File: src/rtl/udc_pkg.sv
// Shared types, codes and calendar helper functions for the Unix date converter.
`default_nettype none
package udc_pkg;

    // command codes
    localparam logic [1:0] CMD_SPLIT  = 2'd0;
    localparam logic [1:0] CMD_PACK   = 2'd1;
    localparam logic [1:0] CMD_FUTURE = 2'd2;

    localparam logic [11:0] EPOCH_YEAR = 12'd1970;

    typedef struct packed {
        logic [1:0]  command;
        logic [31:0] unix_time;
        logic [11:0] year;
        logic [3:0]  month;
        logic [4:0]  day;
        logic [4:0]  hour;
        logic [5:0]  minute;
        logic [5:0]  second;
        logic [7:0]  add_years;
        logic [7:0]  add_months;
        logic [31:0] add_days;
        logic [31:0] add_seconds;
    } cmd_t;

    typedef struct packed {
        logic [31:0] result_seconds;
        logic [11:0] result_year;
        logic [3:0]  result_month;
        logic [4:0]  result_day;
        logic [4:0]  result_hour;
        logic [5:0]  result_minute;
        logic [5:0]  result_second;
    } rsp_t;

    // calendar fields of one split timestamp
    typedef struct packed {
        logic [11:0] year;
        logic [3:0]  month;
        logic [4:0]  day;
        logic [4:0]  hour;
        logic [5:0]  minute;
        logic [5:0]  second;
    } date_t;

    // operands of the packing pipeline
    typedef struct packed {
        logic [12:0] year;
        logic [8:0]  month;
        logic [4:0]  day;
        logic [4:0]  hour;
        logic [5:0]  minute;
        logic [5:0]  second;
        logic [7:0]  add_years;
        logic        use_adds;
        logic [31:0] add_days;
        logic [31:0] add_seconds;
    } pack_in_t;

    // x / 25 for x up to 1024, by reciprocal multiplication
    function automatic logic [6:0] div25(input logic [10:0] x);
        logic [21:0] p;
        p = 22'(x) * 22'd1311;
        return p[21:15];
    endfunction

    // days before the first of month m (1 based) in a common year
    function automatic logic [8:0] month_start(input logic [3:0] m);
        logic [8:0] r;
        unique case (m)
            4'd2:    r = 9'd31;
            4'd3:    r = 9'd59;
            4'd4:    r = 9'd90;
            4'd5:    r = 9'd120;
            4'd6:    r = 9'd151;
            4'd7:    r = 9'd181;
            4'd8:    r = 9'd212;
            4'd9:    r = 9'd243;
            4'd10:   r = 9'd273;
            4'd11:   r = 9'd304;
            4'd12:   r = 9'd334;
            default: r = 9'd0;
        endcase
        return r;
    endfunction

    // days from the epoch to 1 January of year 1970 + k, k up to 137
    function automatic logic [16:0] epoch_days(input logic [7:0] k);
        logic [8:0] k1;
        k1 = {1'b0, k} + 9'd1;
        return 17'(17'(k) * 17'd365) + 17'(k1[8:2]) - ((k >= 8'd131) ? 17'd1 : 17'd0);
    endfunction

endpackage
`default_nettype wire

File: src/rtl/udc_pack.sv
// Four-stage pipeline packing calendar fields into Unix seconds, plus an optional offset.
`default_nettype none
module udc_pack #(
    parameter int SideW = 34
) (
    input  wire logic               clk,
    input  wire logic               rst_n,
    input  wire logic               in_valid,
    output logic                    in_ready,
    input  udc_pkg::pack_in_t       op,
    input  wire logic [SideW-1:0]   side_in,
    output logic                    out_valid,
    input  wire logic               out_ready,
    output logic [31:0]             t,
    output logic [SideW-1:0]        side_out
);

    logic v1_reg, v2_reg, v3_reg, v4_reg;
    logic en1, en2, en3, en4;

    assign en4 = !v4_reg || out_ready;
    assign en3 = !v3_reg || en4;
    assign en2 = !v2_reg || en3;
    assign en1 = !v1_reg || en2;
    assign in_ready  = en1;
    assign out_valid = v4_reg;

    always_ff @(posedge clk or negedge rst_n)
    begin
        if (!rst_n)
        begin
            v1_reg <= 1'b0;
            v2_reg <= 1'b0;
            v3_reg <= 1'b0;
            v4_reg <= 1'b0;
        end
        else
        begin
            if (en1) v1_reg <= in_valid;
            if (en2) v2_reg <= v1_reg;
            if (en3) v3_reg <= v2_reg;
            if (en4) v4_reg <= v3_reg;
        end
    end

    // stage 1: carry surplus months into years, then add the year offset
    logic [8:0]        mm;
    logic [20:0]       cy_prod;
    logic [5:0]        cy;
    logic [3:0]        mo1_next;
    logic [12:0]       y1_next;
    udc_pkg::pack_in_t op1_next;
    udc_pkg::pack_in_t op1_reg;
    logic [SideW-1:0]  s1_reg;

    assign mm      = op.month - 9'd1;
    assign cy_prod = 21'(mm) * 21'd2731;
    assign cy      = cy_prod[20:15];

    always_comb
    begin
        if (op.month > 9'd12)
        begin
            mo1_next = 4'(mm - 9'(9'(cy) * 9'd12) + 9'd1);
            y1_next  = op.year + 13'(cy) + 13'(op.add_years);
        end
        else
        begin
            mo1_next = op.month[3:0];
            y1_next  = op.year + 13'(op.add_years);
        end
    end

    always_comb
    begin
        op1_next       = op;
        op1_next.year  = y1_next;
        op1_next.month = {5'd0, mo1_next};
    end

    always_ff @(posedge clk)
    begin
        if (en1 && in_valid)
        begin
            op1_reg <= op1_next;
            s1_reg  <= side_in;
        end
    end

    // stage 2: leap count and days before the year, month offset, day offset product
    logic [12:0]      ya;
    logic [10:0]      lsum;
    logic [10:0]      y4, y16;
    logic             leap2;
    logic [21:0]      dby2_next;
    logic [21:0]      dby2_reg;
    logic [8:0]       mst2_reg;
    logic [31:0]      ad2_reg;
    udc_pkg::pack_in_t op2_reg;
    logic [SideW-1:0] s2_reg;

    assign ya   = op1_reg.year - 13'd1;
    assign lsum = ya[12:2] - 11'(udc_pkg::div25(ya[12:2]))
                + 11'(udc_pkg::div25(11'(ya[12:4])));
    assign y4   = op1_reg.year[12:2];
    assign y16  = 11'(op1_reg.year[12:4]);
    assign leap2 = (op1_reg.year[1:0] == 2'd0)
                && ((y4 != 11'(udc_pkg::div25(y4)) * 11'd25)
                    || ((op1_reg.year[3:0] == 4'd0)
                        && (y16 == 11'(udc_pkg::div25(y16)) * 11'd25)));
    assign dby2_next = (op1_reg.year > 13'(udc_pkg::EPOCH_YEAR))
        ? 22'(22'(op1_reg.year - 13'(udc_pkg::EPOCH_YEAR)) * 22'd365)
          + 22'(lsum) - 22'd477
        : 22'd0;

    always_ff @(posedge clk)
    begin
        if (en2 && v1_reg)
        begin
            dby2_reg <= dby2_next;
            mst2_reg <= udc_pkg::month_start(op1_reg.month[3:0])
                      + ((op1_reg.month[3:0] > 4'd2 && leap2) ? 9'd1 : 9'd0);
            ad2_reg  <= op1_reg.add_days * 32'd86400;
            op2_reg  <= op1_reg;
            s2_reg   <= s1_reg;
        end
    end

    // stage 3: day count, seconds of day, total offset
    logic [31:0]      days3_reg;
    logic [17:0]      hms3_reg;
    logic [31:0]      extra3_reg;
    logic [SideW-1:0] s3_reg;

    always_ff @(posedge clk)
    begin
        if (en3 && v2_reg)
        begin
            days3_reg  <= 32'(dby2_reg) + 32'(mst2_reg) + 32'(op2_reg.day) - 32'd1;
            hms3_reg   <= 18'(18'(op2_reg.hour) * 18'd3600)
                        + 18'(18'(op2_reg.minute) * 18'd60) + 18'(op2_reg.second);
            extra3_reg <= op2_reg.use_adds ? ad2_reg + op2_reg.add_seconds : 32'd0;
            s3_reg     <= s2_reg;
        end
    end

    // stage 4: seconds, wrapping modulo 2^32
    logic [31:0]      t4_reg;
    logic [SideW-1:0] s4_reg;

    always_ff @(posedge clk)
    begin
        if (en4 && v3_reg)
        begin
            t4_reg <= days3_reg * 32'd86400 + 32'(hms3_reg) + extra3_reg;
            s4_reg <= s3_reg;
        end
    end

    assign t        = t4_reg;
    assign side_out = s4_reg;

endmodule
`default_nettype wire

File: config.mk
export PLATFORM = sky130hd
export DESIGN_NAME = udc_pack
export DESIGN_NICKNAME = d
export VERILOG_FILES = /design/src/rtl/udc_pkg.sv /design/src/rtl/udc_pack.sv
export SDC_FILE = /design/constraint.sdc
export NUM_CORES = 2
export LEC_CHECK = 0
export BUFFER_PORTS_ARGS = -buffer_cell sky130_fd_sc_hd__buf_2
export CORE_MARGIN = 3
export CORE_UTILIZATION = 30
export DETAILED_ROUTE_END_ITERATION = 8
export GPL_TIMING_DRIVEN = 0
export MAX_ROUTING_LAYER = met4
export PLACE_DENSITY = 0.42
export SYNTH_ARGS = -nofsm -noshare
export SYNTH_HDL_FRONTEND = slang
export SYNTH_SLANG_ARGS = --single-unit
File: constraint.sdc
create_clock -name clk -period 21.8 [get_ports clk]
set_input_delay 0 -clock clk [delete_from_list [all_inputs] [get_ports clk]]
set_output_delay 0 -clock clk [all_outputs]
set_load 0.01 [all_outputs]
==> flow_metrics.tcl <==
set metrics [dict create \
    routedWlPerCell_um 15.0 \
    coreArea_sq_um 140000 \
    rsz0062_at_grt "no" \
    vias 26500 \
    drv_slew 0 \
    hold_viol_final 0 \
    final_util_pct 35.3 \
    die_w_um 381 \
    async_flop_share_pct 0.862 \
    reg2reg_depth 50 \
    dp_slack_ns 6.35 \
    min_to "op1_reg[110]" \
    io_buffers 214 \
    worstPathMaxFanout 9 \
    syn_area_sq_um 42300 \
    cts_made_buffers 55 \
    pin_count 223 \
    timing.final.ws_setup_ns 6.72 \
    fin_worst_skew_ns 0.0700 \
    multiInputGateArea_sq_um 25000 \
    ff2ff_setup_slack_ns 6.72 \
    antenna_found_initial 6 \
    timing.rr.end "dby2_reg[21]" \
    grt_pass1_wl_mm 153 \
    crit_path_top_delay_cell "xnor2_1" \
    layout_worst_path_cycle_share_pct 69.2 \
    synth_edf_count 451 \
    synthTopCellsByArea "edfxtp_1 32%, ha_1 23%, fa_1 17%" \
    crit_top_cell "fa_1" \
    min_from "op[110]" \
    clkTransAtPathRegs_ns 0.06 \
    rr_startpoint "op1_reg[107]" \
    synth_nets 5040 \
    synth_top_cell_by_area "edfxtp_1" \
    final_cell_area_sq_um 49400 \
    fin_setup_tns_ns 0 \
    final_nets 5478 \
    cts_tree "done" \
    critPathKind "reg2reg" \
    grt_usage_pct 13.4 \
    syn2layout_area_growth_pct 16.8 \
    wl_mm 91.8 \
    drive_above_1_share_pct 8.37 \
    cts_max_level 2 \
    seqCellArea_sq_um 13800 \
    maxCapViolCount 0 \
    relSlewSlack_pct 9.34 \
    clock.fmax_ghz 0.0663 \
    nFillCells 14100 \
    clockBufferDepth 3 \
    hold_class "in2reg" \
    dieArea_sq_um 146000 \
    cp-start-kind "register" \
    syn_inst 3773 \
    place_congestion 0.775 \
    yosysWarnings 0 \
    antenna_left 0 \
    tightest_slew_ns 1.35 \
    setup_violations 0 \
    synth_cell_types 87 \
    drcViolationCount 0 \
    worstHoldPathCells 4 \
    drt_iter0_markers 1041 \
    dp_hpwl_mm 74.7 \
    largest_reg_flops 97 \
    clkLatencyLatePin_ns 0.66 \
    rows 137 \
    syn_avg_cell_area_sq_um 11.2 \
    max_stage_delay_ns 1.06 \
    crit_required_ns 22.15 \
    drt_first_pass_iters 5 \
    dpl-instance-area_sq_um 45900 \
    initial_core_util_pct 30.3 \
    numClockSinks 464 \
    grt_overflow 0 \
    worstPathArrival_ns 15.43 \
    grt_max_degree 83 \
    period_needed_ns 15.08 \
    die_y_um 381 \
    cts-root-buf "clkbuf_16" \
    via_per_inst 4.32 \
    grt_pass1_vias 28200 \
    status "completed" \
    synth_flop_cell "edfxtp_1" \
    seq_area_frac_synth_pct 32.7 \
    yosysTopAreaCellShare_pct 32.0 \
    ys_seq_elements 464 \
    critPathCaptureType "register" \
]
-- layout make-up --
type                            count  share of cell area (%)
Multi-Input combinational cell   2377                    50.6
Sequential cell                   464                    28.0
Inverter                          918                    6.99
Timing Repair Buffer              381                    5.75
Tap cell                         1876                    4.75
Clock buffer                       69                    2.95
Clock inverter                     31                   0.773
Buffer                             14                   0.132
Antenna cell                        5                  0.0253
-- cell usage in the layout, fill, tap and decap left out, types with 55 or more instances in the layout --
cell type | synthesis | layout
fa_1 | 350 | 350
buf_2 | 1 | 215
dlygate4sd3_1 | 0 | 158
o21ai_0 | 99 | 99
inv_1 | 916 | 915
edfxtp_1 | 451 | 451
a21oi_1 | 151 | 151
xnor2_1 | 218 | 215
clkbuf_16 | 0 | 55
xor2_1 | 76 | 76
ha_1 | 762 | 762
nor2_1 | 107 | 107
a21o_1 | 76 | 76
nand2_1 | 91 | 91
-- how the worst max path moves through the flow --
stage / startpoint / endpoint / slack [ns]
after floorplan: op1_reg[106] / dby2_reg[19] / 9.30
after global placement: op1_reg[107] / dby2_reg[21] / 6.50
after detailed placement: op1_reg[107] / dby2_reg[21] / 6.35
after CTS: op1_reg[107] / dby2_reg[21] / 6.34
after global routing: op1_reg[107] / dby2_reg[21] / 5.39
final: op1_reg[107] / dby2_reg[21] / 6.72
-- Yosys cell counts, drive strengths merged (6+ instances only) --
| library cell | count |
|---|---|
| dfxtp | 9 |
| clkbuf | 11 |
| mux2i | 8 |
| inv | 918 |
| a31o | 6 |
| nand2b | 29 |
| xor2 | 77 |
| o21a | 35 |
| nor3 | 34 |
| o31ai | 11 |
| or2 | 11 |
| nand4 | 14 |
| and3 | 15 |
| o211ai | 9 |
| nor2 | 107 |
| o2111ai | 12 |
| and2 | 28 |
| a21oi | 153 |
| nand3 | 24 |
| or3 | 13 |
| fa | 350 |
| o21ai | 103 |
| edfxtp | 451 |
| a21o | 76 |
| a211o | 9 |
| a211oi | 13 |
| xnor2 | 219 |
| nor2b | 20 |
| o21bai | 35 |
| nand2 | 92 |
| a31oi | 21 |
| a2111oi | 6 |
| ha | 762 |
| a21boi | 10 |
| nor4 | 6 |
-- stage by stage --
stage / hold WS, ns / cells
floorplan: -0.296 / 3773
global placement: -0.189 / 5863
detailed placement: -0.190 / 5872
CTS: 0.000987 / 6130
global route: 0.0357 / 6134
finish: 0.0608 / 6135
-- critical path: cells and delay by family, from the launching register on --
kind                     cells  cell delay, ns
XOR/XNOR                     5            1.92
flip-flops                   1            0.73
adder cells (fa/ha/maj)     12            5.27
AO/OA/AOI/OAI               23            5.68
AND/OR/NAND/NOR              3            0.42
buffers and inverters        7            0.78
-- logic make-up after synthesis --
family | after synthesis | share of synthesized area, %
adders and majority gates | 1112 | 39.1
buffers and inverters | 932 | 8.30
DFF | 464 | 32.7
AOI/OAI and AO/OA | 543 | 8.40
xor gates and xnor gates | 297 | 6.25
muxes | 13 | 0.385
and+or+nand+nor | 412 | 4.87
-- layer usage --
| layer | global-route usage (%) | vias up | part of all wire (%) |
|---|---|---|---|
| met5 | - | - | 0 |
| met4 | 2.40 | 0 | 1.4 |
| met3 | 1.50 | 76 | 2.7 |
| met2 | 20.8 | 292 | 44 |
| met1 | 19.0 | 12700 | 52 |
| li1 | - | 13500 | - |
-- repair_timing --
| item | CTS | global route |
|---|---|---|
| hold endpoints to repair | 135 | 0 |
| hold buffers | 158 | 0 |
| buffers inserted | 0 | 0 |
| gates resized for setup | 0 | 0 |
Power is not shown: default switching activity piles up to over one toggle a cycle in this logic, so the estimate is an artifact.
