[src/rtl/udc_pkg.sv]
// Shared types, codes and calendar helper functions for the Unix date converter.
`default_nettype none
package udc_pkg;

    // command codes
    localparam logic [1:0] CMD_SPLIT  = 2'd0;
    localparam logic [1:0] CMD_PACK   = 2'd1;
    localparam logic [1:0] CMD_FUTURE = 2'd2;

    localparam logic [11:0] EPOCH_YEAR = 12'd1970;

    typedef struct packed {
        logic [1:0]  command;
        logic [31:0] unix_time;
        logic [11:0] year;
        logic [3:0]  month;
        logic [4:0]  day;
        logic [4:0]  hour;
        logic [5:0]  minute;
        logic [5:0]  second;
        logic [7:0]  add_years;
        logic [7:0]  add_months;
        logic [31:0] add_days;
        logic [31:0] add_seconds;
    } cmd_t;

    typedef struct packed {
        logic [31:0] result_seconds;
        logic [11:0] result_year;
        logic [3:0]  result_month;
        logic [4:0]  result_day;
        logic [4:0]  result_hour;
        logic [5:0]  result_minute;
        logic [5:0]  result_second;
    } rsp_t;

    // calendar fields of one split timestamp
    typedef struct packed {
        logic [11:0] year;
        logic [3:0]  month;
        logic [4:0]  day;
        logic [4:0]  hour;
        logic [5:0]  minute;
        logic [5:0]  second;
    } date_t;

    // operands of the packing pipeline
    typedef struct packed {
        logic [12:0] year;
        logic [8:0]  month;
        logic [4:0]  day;
        logic [4:0]  hour;
        logic [5:0]  minute;
        logic [5:0]  second;
        logic [7:0]  add_years;
        logic        use_adds;
        logic [31:0] add_days;
        logic [31:0] add_seconds;
    } pack_in_t;

    // x / 25 for x up to 1024, by reciprocal multiplication
    function automatic logic [6:0] div25(input logic [10:0] x);
        logic [21:0] p;
        p = 22'(x) * 22'd1311;
        return p[21:15];
    endfunction

    // days before the first of month m (1 based) in a common year
    function automatic logic [8:0] month_start(input logic [3:0] m);
        logic [8:0] r;
        unique case (m)
            4'd2:    r = 9'd31;
            4'd3:    r = 9'd59;
            4'd4:    r = 9'd90;
            4'd5:    r = 9'd120;
            4'd6:    r = 9'd151;
            4'd7:    r = 9'd181;
            4'd8:    r = 9'd212;
            4'd9:    r = 9'd243;
            4'd10:   r = 9'd273;
            4'd11:   r = 9'd304;
            4'd12:   r = 9'd334;
            default: r = 9'd0;
        endcase
        return r;
    endfunction

    // days from the epoch to 1 January of year 1970 + k, k up to 137
    function automatic logic [16:0] epoch_days(input logic [7:0] k);
        logic [8:0] k1;
        k1 = {1'b0, k} + 9'd1;
        return 17'(17'(k) * 17'd365) + 17'(k1[8:2]) - ((k >= 8'd131) ? 17'd1 : 17'd0);
    endfunction

endpackage
`default_nettype wire

[src/rtl/udc_split.sv]
// Five-stage pipeline splitting Unix seconds into calendar date and time of day.
`default_nettype none
module udc_split #(
    parameter int SideW = 34
) (
    input  wire logic               clk,
    input  wire logic               rst_n,
    input  wire logic               in_valid,
    output logic                    in_ready,
    input  wire logic [31:0]        t,
    input  wire logic [SideW-1:0]   side_in,
    output logic                    out_valid,
    input  wire logic               out_ready,
    output udc_pkg::date_t          date,
    output logic [SideW-1:0]        side_out
);

    logic v1_reg, v2_reg, v3_reg, v4_reg, v5_reg;
    logic en1, en2, en3, en4, en5;

    // stage enables: a stage moves when empty or when its successor moves
    assign en5 = !v5_reg || out_ready;
    assign en4 = !v4_reg || en5;
    assign en3 = !v3_reg || en4;
    assign en2 = !v2_reg || en3;
    assign en1 = !v1_reg || en2;
    assign in_ready  = en1;
    assign out_valid = v5_reg;

    always_ff @(posedge clk or negedge rst_n)
    begin
        if (!rst_n)
        begin
            v1_reg <= 1'b0;
            v2_reg <= 1'b0;
            v3_reg <= 1'b0;
            v4_reg <= 1'b0;
            v5_reg <= 1'b0;
        end
        else
        begin
            if (en1) v1_reg <= in_valid;
            if (en2) v2_reg <= v1_reg;
            if (en3) v3_reg <= v2_reg;
            if (en4) v4_reg <= v3_reg;
            if (en5) v5_reg <= v4_reg;
        end
    end

    // stage 1: whole days, t / 86400 as (t >> 7) / 675
    logic [50:0]      q_prod;
    logic [15:0]      q1_next;
    logic [31:0]      t1_reg;
    logic [15:0]      q1_reg;
    logic [SideW-1:0] s1_reg;

    assign q_prod  = 51'(t[31:7]) * 51'd50903317;
    assign q1_next = q_prod[50:35];

    always_ff @(posedge clk)
    begin
        if (en1 && in_valid)
        begin
            t1_reg <= t;
            q1_reg <= q1_next;
            s1_reg <= side_in;
        end
    end

    // stage 2: seconds of day and a first year estimate
    logic [31:0]      day_secs;
    logic [27:0]      k_prod;
    logic [16:0]      rem2_next;
    logic [16:0]      rem2_reg;
    logic [15:0]      days2_reg;
    logic [7:0]       k2_reg;
    logic [SideW-1:0] s2_reg;

    assign day_secs  = 32'(q1_reg) * 32'd86400;
    assign rem2_next = 17'(t1_reg - day_secs);
    assign k_prod    = 28'(q1_reg) * 28'd2870;

    always_ff @(posedge clk)
    begin
        if (en2 && v1_reg)
        begin
            rem2_reg  <= rem2_next;
            days2_reg <= q1_reg;
            k2_reg    <= k_prod[27:20];
            s2_reg    <= s1_reg;
        end
    end

    // stage 3: correct the year by one either way, hour of day
    logic [16:0]      d_lo, d_mid, d_hi, d_base;
    logic [7:0]       k3_next;
    logic [25:0]      h_prod;
    logic [7:0]       k3_reg;
    logic [8:0]       yday3_reg;
    logic [4:0]       h3_reg;
    logic [16:0]      rem3_reg;
    logic [SideW-1:0] s3_reg;

    assign d_lo   = udc_pkg::epoch_days(k2_reg - 8'd1);
    assign d_mid  = udc_pkg::epoch_days(k2_reg);
    assign d_hi   = udc_pkg::epoch_days(k2_reg + 8'd1);
    assign h_prod = 26'(rem2_reg[16:4]) * 26'd4661;

    always_comb
    begin
        priority if ({1'b0, days2_reg} < d_mid)
        begin
            k3_next = k2_reg - 8'd1;
            d_base  = d_lo;
        end
        else if ({1'b0, days2_reg} >= d_hi)
        begin
            k3_next = k2_reg + 8'd1;
            d_base  = d_hi;
        end
        else
        begin
            k3_next = k2_reg;
            d_base  = d_mid;
        end
    end

    always_ff @(posedge clk)
    begin
        if (en3 && v2_reg)
        begin
            k3_reg    <= k3_next;
            yday3_reg <= 9'({1'b0, days2_reg} - d_base);
            h3_reg    <= h_prod[24:20];
            rem3_reg  <= rem2_reg;
            s3_reg    <= s2_reg;
        end
    end

    // stage 4: month and day from day of year, seconds within the hour
    logic [11:0]      y4_next;
    logic             leap4;
    logic [3:0]       cnt;
    logic [3:0]       mo4_next;
    logic [8:0]       mst;
    logic [11:0]      y4_reg;
    logic [3:0]       mo4_reg;
    logic [4:0]       d4_reg;
    logic [4:0]       h4_reg;
    logic [11:0]      rh4_reg;
    logic [SideW-1:0] s4_reg;

    assign y4_next = udc_pkg::EPOCH_YEAR + 12'(k3_reg);
    assign leap4   = (y4_next[1:0] == 2'd0) && (y4_next != 12'd2100);

    always_comb
    begin
        cnt = 4'd0;
        for (int j = 2; j <= 12; j++)
        begin
            if (yday3_reg >= udc_pkg::month_start(4'(j)) + ((j >= 3 && leap4) ? 9'd1 : 9'd0))
                cnt = cnt + 4'd1;
        end
        mo4_next = cnt + 4'd1;
        mst = udc_pkg::month_start(mo4_next)
            + ((mo4_next >= 4'd3 && leap4) ? 9'd1 : 9'd0);
    end

    always_ff @(posedge clk)
    begin
        if (en4 && v3_reg)
        begin
            y4_reg  <= y4_next;
            mo4_reg <= mo4_next;
            d4_reg  <= 5'(yday3_reg - mst + 9'd1);
            h4_reg  <= h3_reg;
            rh4_reg <= 12'(rem3_reg - 17'(17'(h3_reg) * 17'd3600));
            s4_reg  <= s3_reg;
        end
    end

    // stage 5: minute and second
    logic [20:0]      m_prod;
    logic [5:0]       min5_next;
    udc_pkg::date_t   date_reg;
    logic [SideW-1:0] s5_reg;

    assign m_prod    = 21'(rh4_reg[11:2]) * 21'd1093;
    assign min5_next = m_prod[19:14];

    always_ff @(posedge clk)
    begin
        if (en5 && v4_reg)
        begin
            date_reg.year   <= y4_reg;
            date_reg.month  <= mo4_reg;
            date_reg.day    <= d4_reg;
            date_reg.hour   <= h4_reg;
            date_reg.minute <= min5_next;
            date_reg.second <= 6'(rh4_reg - 12'(12'(min5_next) * 12'd60));
            s5_reg          <= s4_reg;
        end
    end

    assign date     = date_reg;
    assign side_out = s5_reg;

endmodule
`default_nettype wire

[config.mk]
export PLATFORM = sky130hd
export DESIGN_NAME = udc_split
export DESIGN_NICKNAME = d
export VERILOG_FILES = /design/src/rtl/udc_pkg.sv /design/src/rtl/udc_split.sv
export SDC_FILE = /design/constraint.sdc
export NUM_CORES = 2
export LEC_CHECK = 0
export BUFFER_PORTS_ARGS = -buffer_cell sky130_fd_sc_hd__buf_2
export CORE_AREA = 5 5 291 293
export CTS_BUF_LIST = sky130_fd_sc_hd__clkbuf_4 sky130_fd_sc_hd__clkbuf_8
export DETAILED_ROUTE_END_ITERATION = 12
export DIE_AREA = 0 0 296 298
export HOLD_SLACK_MARGIN = 0.03
export PLACE_DENSITY = 0.68
export SETUP_SLACK_MARGIN = 0.02
export SYNTH_ARGS = -nofsm -noshare
export SYNTH_HDL_FRONTEND = slang
export SYNTH_SLANG_ARGS = --single-unit
[constraint.sdc]
create_clock -name clk -period 12.1 [get_ports clk]
set_input_delay 0.605 -clock clk [delete_from_list [all_inputs] [get_ports clk]]
set_output_delay 0.605 -clock clk [all_outputs]
set_load 0.005 [all_outputs]
==> impl_metrics.py <==
metrics = {
    "die": {
        "pin_count": 144,
        "start_util_pct": 44.61,
        "chipWidth_um": 296,
        "die_area_mm2": 0.08821,
        "die_h_um": 298,
        "core_mm2": 0.08158,
        "num_rows": 105,
    },
    "critical_path": {
        "cp-end-kind": "register",
        "criticalPathCategory": "reg2reg",
        "worstPathRequired_ps": 12520,
        "critPathArrivalTime_ps": 11440,
        "crit_top_cell": "ha_1",
        "worst_setup_path_start_kind": "register",
        "worstPathMaxFanout": 10,
        "critPathMaxStageDelay_ps": 590,
        "worst_path_max_delay_cell": "or4_4",
    },
    "clock_network": {
        "insertion_delay_ps": 680,
        "clkSinkCount": 359,
        "cts_setup_buffers": 0,
        "htreeDepth": 2,
        "clockBufferDepth": 3,
        "cts.clk_slew.worst_paths_ps": 60,
        "cts_tree": "built",
        "cts_made_buffers": 57,
        "root_buffer": "clkbuf_8",
    },
    "route": {
        "vias": 21760,
        "wl_met2_um": 33280,
        "met1Wirelength_um": 31430,
        "drcViolationCount": 0,
        "drt_iter0_drc": 801,
        "drtPass1Iterations": 5,
        "ant_nets": 0,
        "dr_wl_met3_um": 2618,
        "wl_um": 68760,
        "wl_per_cell_um": 15.60,
        "routed.top_layer": "met4",
        "viasPerCell": 4.937,
    },
    "logic_synthesis": {
        "muxShareOfSynthArea_pct": 0.5294,
        "yosysWarnings": 0,
        "synth_top_family_by_area": "adder cells",
        "synthArstFlopShare_pct": 1.393,
        "synthSimpleGateAreaFrac_pct": 4.469,
        "synth_fa_ha_area_share_pct": 46.69,
        "seq_area_frac_synth_pct": 29.55,
        "synthFlopType": "edfxtp_1",
        "synth_most_common_cell": "ha_1",
        "netlist_instances": 3099,
        "syn_nets": 4306,
        "synth_area_leaders": "edfxtp_1 29%, ha_1 26%, fa_1 20%",
        "synth_top_area_share_pct": 29.20,
        "netlist_area_mm2": 0.03640,
        "synth_edf_count": 354,
        "synth_xor_area_share_pct": 4.905,
        "synth_compound_area_share_pct": 6.411,
        "ys_top_cells_by_count": "768 x ha_1, 695 x inv_1, 369 x fa_1",
        "syn_area_per_cell_um2": 11.75,
        "synth_top_area_cell": "edfxtp_1",
        "synth.distinct_cells": 87,
        "ys_seq_elements": 359,
    },
    "grt": {
        "grt_pass1_vias": 22980,
        "antenna_found_initial": 0,
        "grt_pass1_wl_um": 115200,
        "grt_use_total_pct": 15.97,
        "grt_overflow": 0,
        "grt_max_degree": 76,
    },
    "timing": {
        "hold_viol": 0,
        "slew_headroom_pct": 29.10,
        "skew_ps": 70.37,
        "setup_viol": 0,
        "tightestPinTransition_ps": 1063,
        "tns_ps": 0,
        "rsz0062_at_grt": "false",
        "period_minus_slack_ps": 11010,
        "fin_crit_sh_pct": 91.01,
        "slew_violations": 0,
        "fmax_mhz": 90.81,
    },
    "layout": {
        "layout.nets": 4496,
        "drive_gt1_share_pct": 8.693,
        "area_growth_pct": 8.883,
        "largest_register_ffs": 38,
    },
    "placed_design": {
        "place_hpwl_um": 56400,
        "io_buffer_count": 143,
        "gp_congestion": 0.8955,
    },
    "run": {
        "drv_cap": 0,
    },
    "outcome": {
        "status": "completed",
    },
    "worst_hold_path": {
        "hold_class": "in2reg",
    },
}
[kinds of logic after synthesis]
group | count (synthesis)
adders and majority gates | 1137
buffers and inverters | 715
DFF | 359
AOI/OAI and AO/OA | 358
and+or+nand+nor | 318
xor gates and xnor gates | 193
muxes | 19
[placed cells by master, fill, tap and decap left out, drive strengths merged, types with 52 or more instances in the layout]
master and n:
nor2 64, a21oi 99, nand2 87, clkbuf 71
xnor2 132, inv 698, ha 768, edfxtp 354
buf 149, a21o 52, fa 369, xor2 59
o21ai 79
[through the flow]
stage                     instances  setup WS (ps)  util [%]  area, µm²  hold WS, ps
after detailed placement       4299          894.3     47.10      38420        404.5
after global placement         4299           1183     47.10      38420        400.4
after floorplan                3099           2029         -      36400        309.4
final                          4408           1088     48.58      39630        115.4
after global routing           4406          65.78     48.57      39630        69.70
after CTS                      4406          877.9     48.57      39620        44.22
[routing by layer]
metal	vias up	global-route usage [%]
met3	86	1.832
met5	-	0
met1	10590	21.80
met4	0	3.889
met2	330	27.39
li1	10760	-
[final timing paths]
path / from / endpoint / slack [ps] / cells after the start
max: k3_reg[1]$_DFFE_PP_ / d4_reg[4]$_DFFE_PP_ / 1090 / 52
max reg2reg: k3_reg[1]$_DFFE_PP_ / d4_reg[4]$_DFFE_PP_ / 1090 / 52
min in group asynchronous: rst_n / v1_reg$_DFFE_PN0N_ / 320 / 2
min reg2reg: s2_reg[3]$_DFFE_PP_ / s3_reg[3]$_DFFE_PP_ / 380 / 0
min: side_in[0] / s1_reg[0]$_DFFE_PP_ / 120 / 1
max in group asynchronous: rst_n / v2_reg$_DFFE_PN0P_ / 11650 / 2
[critical path: cells and delay by family (launching register included)]
family / cells / cell delay (ps)
buffers and inverters: 3 / 340
xor gates and xnor gates: 7 / 1210
adders and majority gates: 12 / 3370
AOI/OAI and AO/OA: 14 / 3030
DFF: 1 / 410
and+or+nand+nor: 15 / 2110
muxes: 1 / 280
[what timing repair did]
| action | CTS | global route |
|---|---|---|
| endpoints found under the setup margin | 0 | 1 |
| hold buffers | 1 | 0 |
| gates resized for setup | 0 | 1 |
| hold endpoints to repair | 5 | 0 |
[cell type report]
class | count | area, µm²
antenna | 2 | 5.005
timing repair buffer | 150 | 770.7
clock inverter | 35 | 267.8
inverter | 696 | 2613
clock buffer | 71 | 920.9
fill | 7305 | 41950
tap | 1070 | 1339
multi-input combinational | 2025 | 22960
sequential | 359 | 10760
Power is left out: the tool's default activity adds up to more than one toggle a clock period on the data nets, which glitch-free logic cannot reach.
